## src/rtl/u8ke_pkg.sv

```systemverilog
// Shared types and constants of the UTF-8 to key event converter.
package u8ke_pkg;

  localparam int unsigned ByteW     = 8;
  localparam int unsigned ScanW     = 9;
  localparam int unsigned KeyW      = 16;
  localparam int unsigned PointW    = 21;
  localparam int unsigned LeftW     = 2;
  localparam int unsigned KindW     = 2;
  localparam int unsigned CountW    = 2;
  localparam int unsigned OutDataW  = 24;

  localparam logic [ScanW-1:0] EnterScanReset = 9'd28;

  localparam logic [KindW-1:0] KIND_SCANCODE = 2'd0;
  localparam logic [KindW-1:0] KIND_UNICODE  = 2'd1;
  localparam logic [KindW-1:0] KIND_ERROR    = 2'd2;

  localparam logic [PointW-1:0] CodeCr     = 21'h00000D;
  localparam logic [PointW-1:0] CodeLf     = 21'h00000A;
  localparam logic [PointW-1:0] CodeBmpMax = 21'h00FFFF;

  typedef struct packed {
    logic [KindW-1:0] kind;
    logic             released;
    logic [KeyW-1:0]  key_code;
    logic             last;
  } result_t;

  // Up to two results caused by one byte, in the order they leave.
  typedef struct packed {
    result_t           res0;
    result_t           res1;
    logic [CountW-1:0] count;
  } pair_t;

endpackage

```

## src/rtl/u8ke_decoder.sv

```systemverilog
// Byte-wise UTF-8 sequence decoder with the enter scancode register.
module u8ke_decoder (
  input  logic                          clk_i,
  input  logic                          rst_ni,
  input  logic                          cfg_we_i,
  input  logic [u8ke_pkg::ScanW-1:0]    cfg_wdata_i,
  input  logic                          take_i,
  input  logic [u8ke_pkg::ByteW-1:0]    byte_i,
  input  logic                          end_i,
  output u8ke_pkg::pair_t               pair_o
);
  import u8ke_pkg::*;

  logic [ScanW-1:0]  enter_scan_q;
  logic [PointW-1:0] point_q, point_d;
  logic [LeftW-1:0]  left_q, left_d;
  logic              drop_q, drop_d;

  logic [PointW-1:0] shifted;
  logic [LeftW-1:0]  left_dec;
  logic              do_emit;
  logic [PointW-1:0] emit_point;
  logic              do_fault;

  assign shifted  = {point_q[PointW-7:0], byte_i[5:0]};
  assign left_dec = left_q - 2'd1;

  always_comb begin
    point_d    = point_q;
    left_d     = left_q;
    drop_d     = drop_q;
    do_emit    = 1'b0;
    do_fault   = 1'b0;
    emit_point = '0;
    if (drop_q) begin
      drop_d = !end_i;
    end else if (left_q == '0) begin
      if (byte_i[7] == 1'b0) begin
        do_emit    = 1'b1;
        emit_point = {{(PointW-ByteW){1'b0}}, byte_i};
      end else if (byte_i[7:5] == 3'b110) begin
        point_d  = {{(PointW-5){1'b0}}, byte_i[4:0]};
        left_d   = 2'd1;
        do_fault = end_i;
      end else if (byte_i[7:4] == 4'b1110) begin
        point_d  = {{(PointW-4){1'b0}}, byte_i[3:0]};
        left_d   = 2'd2;
        do_fault = end_i;
      end else if (byte_i[7:3] == 5'b11110) begin
        point_d  = {{(PointW-3){1'b0}}, byte_i[2:0]};
        left_d   = 2'd3;
        do_fault = end_i;
      end else begin
        do_fault = 1'b1;
      end
    end else if (byte_i[7:6] != 2'b10) begin
      do_fault = 1'b1;
    end else begin
      point_d = shifted;
      left_d  = left_dec;
      if (left_dec == '0) begin
        do_emit    = 1'b1;
        emit_point = shifted;
      end else begin
        do_fault = end_i;
      end
    end

    pair_o = '0;
    if (do_emit) begin
      point_d = '0;
      left_d  = '0;
      if (emit_point == CodeCr || emit_point == CodeLf) begin
        pair_o.res0  = '{kind: KIND_SCANCODE, released: 1'b0,
                         key_code: {{(KeyW-ScanW){1'b0}}, enter_scan_q}, last: 1'b0};
        pair_o.res1  = '{kind: KIND_SCANCODE, released: 1'b1,
                         key_code: {{(KeyW-ScanW){1'b0}}, enter_scan_q}, last: 1'b1};
        pair_o.count = 2'd2;
      end else if (emit_point > CodeBmpMax) begin
        do_fault = 1'b1;
      end else begin
        pair_o.res0  = '{kind: KIND_UNICODE, released: 1'b0,
                         key_code: emit_point[KeyW-1:0], last: 1'b0};
        pair_o.res1  = '{kind: KIND_UNICODE, released: 1'b1,
                         key_code: emit_point[KeyW-1:0], last: 1'b1};
        pair_o.count = 2'd2;
      end
    end
    if (do_fault) begin
      point_d      = '0;
      left_d       = '0;
      drop_d       = !end_i;
      pair_o       = '0;
      pair_o.res0  = '{kind: KIND_ERROR, released: 1'b0, key_code: '0, last: 1'b1};
      pair_o.count = 2'd1;
    end
  end

  always_ff @(posedge clk_i or negedge rst_ni) begin
    if (!rst_ni) begin
      enter_scan_q <= EnterScanReset;
      point_q      <= '0;
      left_q       <= '0;
      drop_q       <= 1'b0;
    end else begin
      if (cfg_we_i) begin
        enter_scan_q <= cfg_wdata_i;
      end
      if (take_i) begin
        point_q <= point_d;
        left_q  <= left_d;
        drop_q  <= drop_d;
      end
    end
  end

endmodule

```

## src/rtl/u8ke_out_buf.sv

```systemverilog
// Two-entry result register that drains one result per transfer.
module u8ke_out_buf (
  input  logic                clk_i,
  input  logic                rst_ni,
  input  logic                load_i,
  input  u8ke_pkg::pair_t     pair_i,
  output logic                can_load_o,
  output logic                valid_o,
  input  logic                ready_i,
  output u8ke_pkg::result_t   res_o
);
  import u8ke_pkg::*;

  result_t           slot0_q, slot1_q;
  logic [CountW-1:0] count_q;
  logic              pop;

  assign valid_o    = (count_q != '0);
  assign pop        = valid_o && ready_i;
  assign res_o      = slot0_q;
  // A new pair may enter when the buffer is empty or its last entry leaves now.
  assign can_load_o = (count_q == '0) || (count_q == 2'd1 && ready_i);

  always_ff @(posedge clk_i or negedge rst_ni) begin
    if (!rst_ni) begin
      count_q <= '0;
    end else if (load_i) begin
      count_q <= pair_i.count;
    end else if (pop) begin
      count_q <= count_q - 2'd1;
    end
  end

  always_ff @(posedge clk_i) begin
    if (load_i) begin
      slot0_q <= pair_i.res0;
      slot1_q <= pair_i.res1;
    end else if (pop) begin
      slot0_q <= slot1_q;
    end
  end

endmodule

```

## src/rtl/utf8_to_key_events_core.sv

```systemverilog
// UTF-8 byte stream to key press and release events, top level.
// Each accepted byte is decoded in the cycle of its transfer and its results appear on the
// master side from the next cycle on. A byte may yield no result or one result (a
// continuation, a dropped byte, an error); a character up to U+FFFF yields a press and a
// release, which leave one after the other over the single master port. The next byte
// is taken in the cycle the last pending result transfers, so no cycle is lost between
// bytes. The enter scancode register may be written only while no results are pending.
module utf8_to_key_events_core (
  input  logic        clk_i,
  input  logic        rst_ni,
  input  logic        cfg_we_i,
  input  logic [8:0]  cfg_wdata_i,
  input  logic        s_axis_tvalid,
  output logic        s_axis_tready,
  input  logic [7:0]  s_axis_tdata,   // [7:0] text_byte
  input  logic        s_axis_tlast,   // end_of_text
  output logic        m_axis_tvalid,
  input  logic        m_axis_tready,
  output logic [23:0] m_axis_tdata,   // [0] released, [16:1] key_code, [23:17] zero
  output logic [1:0]  m_axis_tuser,   // [1:0] event_kind
  output logic        m_axis_tlast    // last_of_run
);
  import u8ke_pkg::*;

  pair_t   pair;
  result_t res;
  logic    take;

  assign take = s_axis_tvalid && s_axis_tready;

  u8ke_decoder u_decoder (
    .clk_i       (clk_i),
    .rst_ni      (rst_ni),
    .cfg_we_i    (cfg_we_i),
    .cfg_wdata_i (cfg_wdata_i),
    .take_i      (take),
    .byte_i      (s_axis_tdata),
    .end_i       (s_axis_tlast),
    .pair_o      (pair)
  );

  u8ke_out_buf u_out_buf (
    .clk_i      (clk_i),
    .rst_ni     (rst_ni),
    .load_i     (take),
    .pair_i     (pair),
    .can_load_o (s_axis_tready),
    .valid_o    (m_axis_tvalid),
    .ready_i    (m_axis_tready),
    .res_o      (res)
  );

  assign m_axis_tdata = {{(OutDataW-KeyW-1){1'b0}}, res.key_code, res.released};
  assign m_axis_tuser = res.kind;
  assign m_axis_tlast = res.last;

endmodule

```

## config.mk

```make
export PLATFORM = sky130hd
export DESIGN_NAME = utf8_to_key_events_core
export DESIGN_NICKNAME = d
export VERILOG_FILES = /design/src/rtl/u8ke_pkg.sv /design/src/rtl/u8ke_decoder.sv /design/src/rtl/u8ke_out_buf.sv /design/src/rtl/utf8_to_key_events_core.sv
export SDC_FILE = /design/constraint.sdc
export NUM_CORES = 1
export LEC_CHECK = 0
export BUFFER_PORTS_ARGS = -buffer_cell sky130_fd_sc_hd__buf_2
export CORE_MARGIN = 10
export CORE_UTILIZATION = 58
export DETAILED_ROUTE_END_ITERATION = 8
export PLACE_DENSITY = 0.82
export SLEW_MARGIN = 40
export SYNTH_ARGS = -nofsm -noshare
export SYNTH_HDL_FRONTEND = slang
export SYNTH_SLANG_ARGS = --single-unit
```

## constraint.sdc

```tcl
create_clock -name clk_i -period 4.5 [get_ports clk_i]
set_clock_uncertainty 0.15 [all_clocks]
set_input_delay 0.9 -clock clk_i [delete_from_list [all_inputs] [get_ports clk_i]]
set_output_delay 0.9 -clock clk_i [all_outputs]
set_load 0.1 [all_outputs]
```

# Word-level counts from Yosys, hierarchy flattened
# Index checks and enable logic that the tools add are counted.
[classes] n_addsub=2 order_cmp=1 eq_ne=11 n_mux=49 bitwise=1 reduce_logical=15
[op_table] operator="15-bit two-way mux" count=9
[op_table] operator="42-bit two-way mux" count=3
[op_table] operator="21-bit two-way mux" count=4
[op_table] operator="21-bit by 4-bit == test with 1-bit output (second input constant)" count=2
[op_table] operator="41-bit two-way mux" count=1
[op_table] operator="20-bit two-way mux" count=2
[op_table] operator="2-bit two-way mux" count=11
[op_table] operator="21-bit by 16-bit greater-than comparator with 1-bit output (second input constant)" count=1
[op_table] operator="1-bit two-way mux" count=18
[op_table] operator="7-bit two-way mux" count=1
[op_table] operator="2-bit logical NOT" count=3
[op_table] operator="6-bit by 4-bit inequality test with 1-bit output (second input constant)" count=1
[op_table] operator="5-bit == test (second input constant)" count=1
[op_table] operator="5-bit AND reduction" count=1
[op_table] operator="4-bit == test (second input constant)" count=1
[op_table] operator="4-bit by 1-bit inequality test with 1-bit output (second input constant)" count=1
[op_table] operator="4-bit by 2-bit inequality test with 1-bit output (second input constant)" count=1
[op_table] operator="2-bit nonzero test" count=2
[op_table] operator="4-bit OR reduction" count=1
[op_table] operator="2-bit by 1-bit subtractor with 2-bit output (second input constant)" count=2
[op_table] operator="3-bit == test (second input constant)" count=1
[op_table] operator="1-bit logical AND" count=3
[op_table] operator="3-bit inequality test (second input constant)" count=1
[op_table] operator="3-bit OR reduction" count=1
[op_table] operator="6 further kinds" count=7
[totals] ff_bits=69 inputBits=23 out_inout_bits=29 elab_cells=93

# Logic depth before layout (Yosys ltp)
# Gate-level depths: netlist of the first run.
[depth] ltp_word=12 ltp_mapped=9 mapped_depth_nobuf=8

# Cells and area by module
# Synthesis of the first run repeated with hierarchy kept, for this count alone.
[hier_totals] cells_unflattened=260 hier_area_um2=3407.0
[modules_own_cells] module="u8ke_decoder" n_inst=1 cells_each=170 area_each_um2=1735.4 seq_area_each_um2=679.4
[modules_own_cells] module="u8ke_out_buf" n_inst=1 cells_each=81 area_each_um2=1609.0 seq_area_each_um2=1251.2
[modules_own_cells] module="utf8_to_key_events_core" n_inst=1 cells_each=9 area_each_um2=62.6 seq_area_each_um2=0.0

# Least setup slack after synthesis of the first run
# No wires, ideal clock.
[synth_timing] path_kind="input to register" startpoint="input m_axis_tready" endpoint="register u_out_buf.slot0_q, in the netlist u_out_buf.res_o[16], data pin" setup_ps=153 arrival_time_ps=3323 required_time_ps=4197 path_slack_ps=874 cell_stages=7 n_path_buf=2 path_cell_list="a21o_1 -> nand2_1 -> inv_1 -> clkbuf_1 -> clkbuf_1 -> nand3_1 -> o21ai_0"
[synth_via] elab_chain_cells=4
[synth_rtl] item="start, declared" line_no="utf8_to_key_events_core.sv:18" text="input logic m_axis_tready,"
[synth_rtl] item="1-bit logical AND" line_no="u8ke_out_buf.sv:22" text="assign can_load_o = (count_q == '0) || (count_q == 2'd1 && ready_i);"
[synth_rtl] item="1-bit logical OR" line_no="u8ke_out_buf.sv:22"
[synth_rtl] item="1-bit logical AND" line_no="utf8_to_key_events_core.sv:29" text="assign take = s_axis_tvalid && s_axis_tready;"
[synth_rtl] item="net take" line_no="utf8_to_key_events_core.sv:27" text="logic take;"
[synth_rtl] item="20-bit two-way mux" line_no="u8ke_out_buf.sv:35" text="if (load_i) begin"
[synth_rtl] item="end signal, assigned" line_no="u8ke_out_buf.sv:36" text="slot0_q <= pair_i.res0;"
[synth_rtl] item="end signal, assigned" line_no="u8ke_out_buf.sv:39" text="slot0_q <= slot1_q;"
[synth_rtl] item="end, declared" line_no="u8ke_out_buf.sv:14" text="result_t slot0_q, slot1_q;"
# The timed path passes the listed nets, and every way through them passes these cells.
# A chain may end at the register's enable or synchronous reset.

# Final worst setup path of the first run
[layout_timing] startpoint="register u_out_buf.count_q[0]" endpoint="register u_decoder.point_q[8]"
[layout_via] elab_chain_cells=5 elab_cells_between_ends=6 classes_between="1 x eq/ne; 5 x reduce/logical"
[layout_rtl] item="start, declared" line_no="u8ke_out_buf.sv:15" text="logic [CountW-1:0] count_q;"
[layout_rtl] item="start signal, assigned" line_no="u8ke_out_buf.sv:28" text="count_q <= pair_i.count;"
[layout_rtl] item="start signal, assigned" line_no="u8ke_out_buf.sv:30" text="count_q <= count_q - 2'd1;"
[layout_rtl] item="2-bit by 1-bit == test with 1-bit output" line_no="u8ke_out_buf.sv:22"
[layout_rtl] item="1-bit logical AND" line_no="u8ke_out_buf.sv:22"
[layout_rtl] item="1-bit logical OR *" line_no="u8ke_out_buf.sv:22"
[layout_rtl] item="1-bit logical AND *" line_no="utf8_to_key_events_core.sv:29"
[layout_rtl] item="5-bit AND reduction (no source line) *"
[layout_rtl] item="end signal, assigned" line_no="u8ke_decoder.sv:110" text="point_q <= point_d;"
[layout_rtl] item="end, declared" line_no="u8ke_decoder.sv:15" text="logic [PointW-1:0] point_q, point_d;"
# Mark *: on every way between the ends. The rest lies on a longest branch, timed or not.

==> results of run 1 <==
-- registers in the layout, indices dropped and copies added (netlist names) --
| register | count |
|---|---|
| u_decoder.point_q | 15 |
| u_decoder.left_q | 2 |
| u_decoder.enter_scan_q | 9 |
| u_out_buf.slot1_q | 18 |
| u_out_buf.count_q | 2 |
| u_decoder.drop_q | 1 |
| u_out_buf.res_o | 20 |
-- cell type report --
cell class | count | area [um2] | share of cell area, %
sequential | 67 | 1871 | 53.78
multi-input combinational | 149 | 1022 | 29.39
timing repair buffer | 46 | 235.2 | 6.763
clock buffer | 10 | 137.6 | 3.957
tap | 70 | 87.58 | 2.518
clock inverter | 6 | 65.06 | 1.871
inverter | 16 | 60.06 | 1.727
-- cell usage in the layout, fill, tap and decap left out, drive strengths merged, types with 4 or more instances in the layout --
cell    instances
buf            46
edfxtp         38
dfrtp          26
nand2          22
o21ai          21
a22o           18
inv            16
mux2           15
and2           10
clkbuf         10
conb            7
a21oi           6
or2             5
nor2            4
nand3           4
nand2b          4
mux2i           4
nor4            4
clkinv          4
-- cell families after synthesis --
group	synth area share, %
other	0.1234
multiplexers	6.878
buffers and inverters	5.519
AND/OR/NAND/NOR	11.66
adder cells (fa/ha/maj)	0.8236
flip-flops	61.57
AO/OA/AOI/OAI	13.43
-- critical path, cell delays in order (launching register included) --
cell and delay, ps:
dfrtp_1 410, inv_1 70, ha_1 190, a21o_1 110, nand2_1 260, inv_1 570
o2111a_1 450, and2_1 400, a22o_1 190
-- final timing paths --
kind / to / cells after the start
worst min register to register: u_decoder.enter_scan_q[7]$_DFFE_PN0P_ / 1
min in group asynchronous: u_decoder.enter_scan_q[5]$_DFFE_PN0P_ / 1
max in group asynchronous: u_decoder.point_q[11]$_DFFE_PN0P_ / 1
worst min-delay path: u_decoder.enter_scan_q[7]$_DFFE_PN0P_ / 1
worst max register to register: u_decoder.point_q[8]$_DFFE_PN0P_ / 8
worst max-delay path: u_decoder.point_q[8]$_DFFE_PN0P_ / 8
-- per-layer routing --
metal / vias up / wire length [um]
li1: 965 / -
met1: 962 / 2749
met2: 67 / 2692
met3: 8 / 464
met4: 0 / 79
met5: - / 0
-- stage by stage --
step | instances | power, mW | setup WS, ps | area [um2] | hold WS (ps)
after CTS | 364 | 2.609 | 1603 | 3478 | 367.4
after floorplan | 249 | 1.927 | 873.6 | 3060 | 323.6
after detailed placement | 348 | 2.110 | 1294 | 3276 | 350.8
after global placement | 347 | 2.094 | 1257 | 3268 | 352.2
final | 364 | 2.598 | 1626 | 3478 | 363.7
after global routing | 364 | 2.719 | 1326 | 3478 | 393.4
-- power by group through the flow --
stage	Sequential (mW)	Clock (mW)	Combinational, mW
5_1_grt	0.985	0.533	1.20
3_5_place_dp	0.978	0	1.13
4_1_cts	0.967	0.507	1.13
6_report	0.969	0.502	1.13
3_3_place_gp	0.972	0	1.12
2_1_floorplan	1.45	0	0.482
==> metrics.md, run 1 <==
| Metric | Value |
|---|---|
| Die width | 92.37 um |
| Syn_area_per_cell | 12.50 um2 |
| Final GP Congestion | 0.8895 |
| Cell area after synthesis | 3038 um2 |
| Die ar. | 8532 um2 |
| DRC errors left | 0 |
| Row cnt | 26 |
| TritonCTS sink count | 67 |
| Sw Pwr | 1.221 mW |
| Post-synth ARST share | 43.28% |
| Critical hold path startpoint | u_decoder.enter_scan_q[7]$_DFFE_PN0P_ |
| FF+latch count, synth | 67 |
| Clk root buf | clkbuf_8 |
| Largest net degree at the start of global routing | 30 |
| Layout fillers | 390 |
| Synth unique cells | 42 |
| Die Y | 92.37 um |
| Final net count | 314 |
| Int Power | 1.377 mW |
| CTS tree | done |
| Max-slew violations | 0 |
| Antenna violations before repair | 0 |
| Gr usage total | 14.32% |
| Global route total overflow | 0 |
| Clock Power Share | 19.3% |
| HPWL after DPL | 4.333 mm |
| HP Class | reg -> reg |
| CTS Buf Count | 9 |
| Total vias in the final route | 2002 |
| GRT met2 Usage | 20.06% |
| Hold Vio Cnt, Final | 0 |
| R2R Path Start | u_out_buf.count_q[0]$_DFFE_PN0P_ |
| H-tree depth | 3 |
| Seq pwr share | 37.3% |
| GR Util met3 | 5.488% |
| Most frequent cell after synthesis | edfxtp_1 |
| Final ANT Viol Nets | 0 |
| Status | finished clean |
| Avg WL per Cell | 16.45 um |
| N_diodes | 0 |
| Max_cap viols | 0 |
| Port Buffers | 44 |
| TNS Setup | 0 ps |
| Most used DFF post-synth | edfxtp_1 |
| Synth warn | 0 |
| Slew HR | 56.08% |
| Initial Util | 59.48% |
| Final period util | 63.87% |
| Leakage | 1.485 nW |
| Top cell type's share of synthesized area | 37.56% |
| VDD IR max | 521.2 uV |
| Grt met1 use | 19.41% |
| Clock slew at reported path FFs | 70 ps |
| Worst setup startpoint | u_out_buf.count_q[0]$_DFFE_PN0P_ |
| CP Capture Type | register |
| R2r setup slk | 1630 ps |
| Syn-to-layout area delta | 14.50% |
| Num ports | 52 |
| Core ar. | 5107 um2 |
| Average vias per placed instance | 5.500 |
| Clk Latency, worst-skew pair | 350 ps |
| Number of flops mapped to enable cells by yosys | 38 |
| First-pass GRT wire length | 9.742 mm |
| Synth cell count leaders | edfxtp_1, dfrtp_1, nand2_1 |
| Setup bufs post-CTS | 0 |
| CP Max Fanout | 20 |
| Power density over the cells | 746.8 nW/um2 |
| WS Path Type | reg -> reg |
| Number of detailed-route iterations in the first pass | 4 |
| Layout Utilization | 68.10% |
| Synth top area cells | edfxtp_1, dfrtp_1, mux2_2 |
| CP Data Required Time | 4620 ps |
| Total length of routed wires | 5.986 mm |
| Initial DRC Count | 159 |
| Register area share after synthesis | 61.57% |
| Least-Margin Pin Slew | 658.8 ps |
| Cts repair resizes | 0 |
| Sw frac | 47.00% |
| Max clock buf depth | 2 |
| Min Tclk post-route | 2874 ps |
| Cell taking the most area after synthesis | edfxtp_1 |
| Vias in the first global route | 1943 |
| Layout cells sized above 1 | 29.59% |
| Comb pwr share | 43.4% |
| Fmax | 0.3479 GHz |
| Hold_buf cts | 0 |
| GRT Max-Usage Layer | met2 |
| Final setup vio count | 0 |
| Critical Path Start Type | register |
| Data arrival, critical path | 3000 ps |
| Unrepaired setup endpoints after global routing | no |
| Cell count after synthesis | 243 |
(Power assumes the default switching activity.)
==> run 2, diff against run 1 <==
CORE_UTILIZATION = 50   (was 58)
PLACE_DENSITY = 0.75   (was 0.82)
clock period = 2.5 ns   (was 4.5 ns; I/O delays follow)
==> run 2 against run 1 <==
  * Core utilization shrank 7.6 points
  * Cell count grew 3.0%
  * First-iteration DRC count shrank 26%
  * Cell area grew 3.0%
  * Sequential power grew 81%
  * Non-clock buffer count grew 6
  * Fmax grew 23%
  * Setup slack lost 1500 ps
  * Flip-flop and latch count is the same
  * Global-route usage shrank 0.70 points
  * Largest cell class unchanged
  * Highest routed layer unchanged
==> metrics.md, run 2 (synthesized netlist as in run 1, its figures left out) <==
| Metric | Value |
|---|---|
| CP Capture Type | register |
| Die width | 97.95 um |
| Final setup vio count | 0 |
| Global route total overflow | 0 |
| Num ports | 52 |
| Total vias in the final route | 2035 |
| Largest net degree at the start of global routing | 30 |
| Clock slew at reported path FFs | 80 ps |
| Least-Margin Pin Slew | 631.3 ps |
| Initial DRC Count | 117 |
| WS Path Type | reg -> reg |
| TritonCTS sink count | 67 |
| Max clock buf depth | 2 |
| Die ar. | 9593 um2 |
| HPWL after DPL | 4.664 mm |
| CTS tree | done |
| VDD IR max | 1159 uV |
| TNS Setup | 0 ps |
| Final net count | 320 |
| Most common cell after layout, fill and taps aside | buf_2 |
| First-pass GRT wire length | 10.67 mm |
| Worst setup startpoint | u_decoder.point_q[13]$_DFFE_PN0P_ |
| Clk Latency, worst-skew pair | 340 ps |
| DRC errors left | 0 |
| Layout fillers | 469 |
| Commonest non-fill, non-tap cells in the layout | buf_2, edfxtp_1, dfrtp_1 |
| Antenna violations before repair | 0 |
| Total length of routed wires | 6.334 mm |
| R2R Path Start | u_decoder.point_q[13]$_DFFE_PN0P_ |
| Max_cap viols | 0 |
| Port Buffers | 44 |
| Max-slew violations | 0 |
| Leakage | 1.532 nW |
| Cts repair resizes | 0 |
| Data arrival, critical path | 2280 ps |
| Vias in the first global route | 2053 |
| Critical Path Start Type | register |
| Hold_buf cts | 0 |
| CTS Buf Count | 9 |
| N_diodes | 0 |
| Final period util | 93.46% |
| Power density over the cells | 1383 nW/um2 |
| Core ar. | 5921 um2 |
| Number of detailed-route iterations in the first pass | 4 |
| Design area | 3582 um2 |
| Post-DP Area | 3334 um2 |
| Status | finished clean |
| Clk root buf | clkbuf_8 |
| Gr usage total | 13.61% |
| Final ANT Viol Nets | 0 |
| Layout cells sized above 1 | 31.33% |
| Initial Util | 51.31% |
| Min Tclk post-route | 2336 ps |
| Setup bufs post-CTS | 0 |
| Row cnt | 28 |
| Final GP Congestion | 0.9360 |
| Fmax | 0.4280 GHz |
| Slew HR | 57.91% |
| CP Data Required Time | 2440 ps |
| Unrepaired setup endpoints after global routing | no |
| Die Y | 97.95 um |
| Max FFs per register | 20 |
| HP Class | in -> async |
| Syn-to-layout area delta | 17.92% |
| Hold Slack | 11.05 ps |
| H-tree depth | 3 |
| Average vias per placed instance | 5.427 |
| CP Max Fanout | 12 |
| Hold Vio Cnt, Final | 0 |
| Avg WL per Cell | 16.89 um |
## run 2: cell count changes in the layout (fill, tap and decap cells not counted)
cell       previous run  this run
buf_4                 2         8
bufinv_16             1         3
clkinv_2              2         0
inv_6                 0         2
a21o_1                2         1
a21o_4                0         1
clkbuf_8             10         9
clkinv_4              2         1
## run 2: per-stage QoR
stage	setup slack, ps	cells	power (mW)	util, %
after global routing	32.42	375	5.191	60.50
after floorplan	89.35	249	3.486	-
after detailed placement	147.2	359	3.862	56.32
after global placement	205.1	359	3.824	56.32
final	163.5	375	4.955	60.50
after CTS	174.5	375	4.985	60.50
## run 2: final timing paths
check | to | slack [ps] | depth (start not counted)
min in group clk_i | u_decoder.drop_q$_DFFE_PN0P_ | 200 | 2
max in group asynchronous | u_decoder.point_q[6]$_DFFE_PN0P_ | 1760 | 1
max | u_out_buf.res_o[2]$_DFFE_PP_ | 160 | 6
max reg2reg | u_out_buf.res_o[2]$_DFFE_PP_ | 160 | 6
min | u_decoder.enter_scan_q[5]$_DFFE_PN0P_ | 10 | 1
min reg2reg | u_decoder.enter_scan_q[8]$_DFFE_PN0P_ | 370 | 1
## run 2: metal layers
metal	up-vias	routed length (um)	part of all wire, %	track usage (%)
li1	975	-	-	-
met3	4	380	6.0	4.228
met4	0	72	1.1	6.823
met2	69	2931	46	19.14
met1	987	2950	47	18.42
met5	-	0	0	0
## run 2: worst max-delay path: stages (launching register included)
cell and delay (ps):
dfrtp_1 400, nor4_1 410, nand4_1 180, a221oi_2 310
buf_4 240, mux2i_1 110, mux2_2 280
## run 2: where the power goes
part / leakage [nW] / switching (mW) / total, mW / internal, mW
Clock: 0.120 / 0.445 / 1.12 / 0.671
Combinational: 0.667 / 1.63 / 2.09 / 0.462
Sequential: 0.744 / 0.183 / 1.75 / 1.57
## run 2: cell type report
| cell class | instances | area [um2] | area share (%) |
|---|---|---|---|
| sequential | 67 | 1871 | 52.22 |
| clock buffer | 9 | 123.9 | 3.458 |
| multi-input combinational | 149 | 1030 | 28.75 |
| timing repair buffer | 52 | 280.3 | 7.824 |
| tap | 75 | 93.84 | 2.620 |
| clock inverter | 7 | 123.9 | 3.458 |
| inverter | 16 | 60.06 | 1.677 |
==> run 3, diff against run 2 <==
CORE_UTILIZATION = 45   (was 50)
MAX_ROUTING_LAYER = met4   (was default)
PLACE_DENSITY = 0.69   (was 0.75)
==> run 3 against run 2 <==
  * Power shrank 4.7%
  * Global-route usage shrank 0.32 points
  * Core utilization shrank 5.9 points
  * Sequential power is essentially flat
  * Wire length grew 1.6%
  * Critical path type unchanged
  * Critical endpoint unchanged
==> metrics.md, run 3 (synthesized netlist as in run 1, its figures left out) <==
| Metric | Value |
|---|---|
| H-tree depth | 3 |
| VDD IR max | 489.4 uV |
| CTS Buf Count | 9 |
| Total length of routed wires | 6.437 mm |
| Critical Path Start Type | register |
| Setup bufs post-CTS | 0 |
| Die ar. | 10440 um2 |
| FF-to-FF path depth | 6 |
| Cts repair resizes | 0 |
| Antenna violations before repair | 0 |
| Total Power | 4.721 mW |
| Die width | 102.2 um |
| Critical Path Max Stage Delay | 400 ps |
| Vias in the first global route | 2031 |
| Least-Margin Pin Slew | 655.8 ps |
| Core ar. | 6459 um2 |
| Power density over the cells | 1339 nW/um2 |
| HPWL after DPL | 4.593 mm |
| First-pass GRT wire length | 10.42 mm |
| CP max-delay cell | nor4_1 |
| Max FFs per register | 20 |
| TNS Setup | 0 ps |
| Total vias in the final route | 2062 |
| Syn-to-layout area delta | 16.10% |
| N_diodes | 0 |
| Unrepaired setup endpoints after global routing | no |
| Final ANT Viol Nets | 0 |
| Layout fillers | 550 |
| Fmax | 0.4363 GHz |
| CP Max Fanout | 12 |
| Leakage | 1.502 nW |
| Max-slew violations | 0 |
| Layout cells sized above 1 | 30.54% |
| Final period util | 91.68% |
| HP Class | in -> async |
| WS Path Type | reg -> reg |
| R2r setup slk | 210 ps |
| Max clock buf depth | 2 |
| Commonest non-fill, non-tap cells in the layout | buf_2, edfxtp_1, dfrtp_1 |
| Worst flop-to-flop path endpoint | u_out_buf.res_o[2]$_DFFE_PP_ |
| Buf/Inv on CP | 1 |
| R2R Path Start | u_decoder.point_q[13]$_DFFE_PN0P_ |
| Hold_buf cts | 0 |
| Min Tclk post-route | 2292 ps |
| Largest net degree at the start of global routing | 37 |
| Final setup vio count | 0 |
| Global route total overflow | 0 |
| Final net count | 318 |
| Multi-input gate area | 1030 um2 |
| Slew HR | 56.28% |
| CP Data Required Time | 2450 ps |
| Final GP Congestion | 0.9132 |
| Avg WL per Cell | 17.17 um |
| Clock slew at reported path FFs | 80 ps |
| Average vias per placed instance | 5.499 |
| Port Buffers | 44 |
| Row cnt | 29 |
| DRC errors left | 0 |
| Data arrival, critical path | 2240 ps |
| CP delay by family, top | simple AND/OR/NAND/NOR gates |
| Initial DRC Count | 153 |
| Clk Latency, worst-skew pair | 350 ps |
| TritonCTS sink count | 67 |
| Max_cap viols | 0 |
| Most common cell after layout, fill and taps aside | buf_2 |
| CTS tree | done |
| Layout Utilization | 54.61% |
| Num ports | 52 |
| Die Y | 102.2 um |
| Crit path cell chain | nor4_1 -> nand4_1 -> a221oi_2 -> buf_4 -> mux2i_1 -> mux2_2 |
| Status | finished clean |
| Gr usage total | 13.30% |
| CP Capture Type | register |
| Hold Vio Cnt, Final | 0 |
| Clk root buf | clkbuf_8 |
| Reg area | 1871 um2 |
| Number of detailed-route iterations in the first pass | 4 |
| Initial Util | 47.04% |
## run 3: worst reg2reg max path: stages, from the launching register on
cell and delay, ps:
dfrtp_1 390, nor4_1 400, nand4_1 180, a221oi_2 290, buf_4 250, mux2i_1 120
mux2_2 280
## run 3: final cells by class
type / instances / share of cell area [%]
Sequential cell: 67 / 53.03
Inverter: 16 / 1.703
Multi-Input combinational cell: 149 / 29.19
Timing Repair Buffer: 50 / 7.875
Tap cell: 77 / 2.731
Clock inverter: 7 / 1.951
Clock buffer: 9 / 3.512
## run 3: routing by layer
metal,vias to the layer above,GRT usage [%],wire length [um]
li1,975,-,-
met1,1017,18.32,3174
met2,57,17.33,2811
met3,13,3.306,298
met4,0,7.267,151
met5,-,-,0
## run 3: worst max-delay path by stage
stage | from | endpoint | slack (ps) | depth (start not counted)
after floorplan | u_out_buf.count_q[0]$_DFFE_PN0P_ | u_out_buf.res_o[16]$_DFFE_PP_ | 90 | 9
after global placement | s_axis_tdata[6] | u_out_buf.res_o[7]$_DFFE_PP_ | 120 | 7
after detailed placement | s_axis_tdata[6] | u_out_buf.res_o[7]$_DFFE_PP_ | 110 | 7
after CTS | u_decoder.point_q[13]$_DFFE_PN0P_ | u_out_buf.res_o[2]$_DFFE_PP_ | 220 | 6
after global routing | u_decoder.point_q[13]$_DFFE_PN0P_ | u_out_buf.res_o[2]$_DFFE_PP_ | 150 | 6
final | u_decoder.point_q[13]$_DFFE_PN0P_ | u_out_buf.res_o[2]$_DFFE_PP_ | 210 | 6
## run 3: where the power goes
group,switching (mW),internal (mW),leakage [nW]
logic,1.64,0.468,0.661
registers,0.181,1.57,0.744
clock network,0.414,0.456,0.0966
total,2.23,2.49,1.50
## run 3: stage by stage
| step | cell area, um2 | hold slack, ps | std cells | setup WS [ps] |
|---|---|---|---|---|
| 6_report | 3527 | 27.25 | 375 | 207.9 |
| 5_1_grt | 3527 | 75.70 | 375 | 152.2 |
| 4_1_cts | 3527 | 35.38 | 375 | 222.2 |
| 3_5_place_dp | 3334 | 353.5 | 359 | 106.0 |
| 3_3_place_gp | 3334 | 350.8 | 359 | 123.1 |
| 2_1_floorplan | 3072 | 54.41 | 249 | 89.35 |
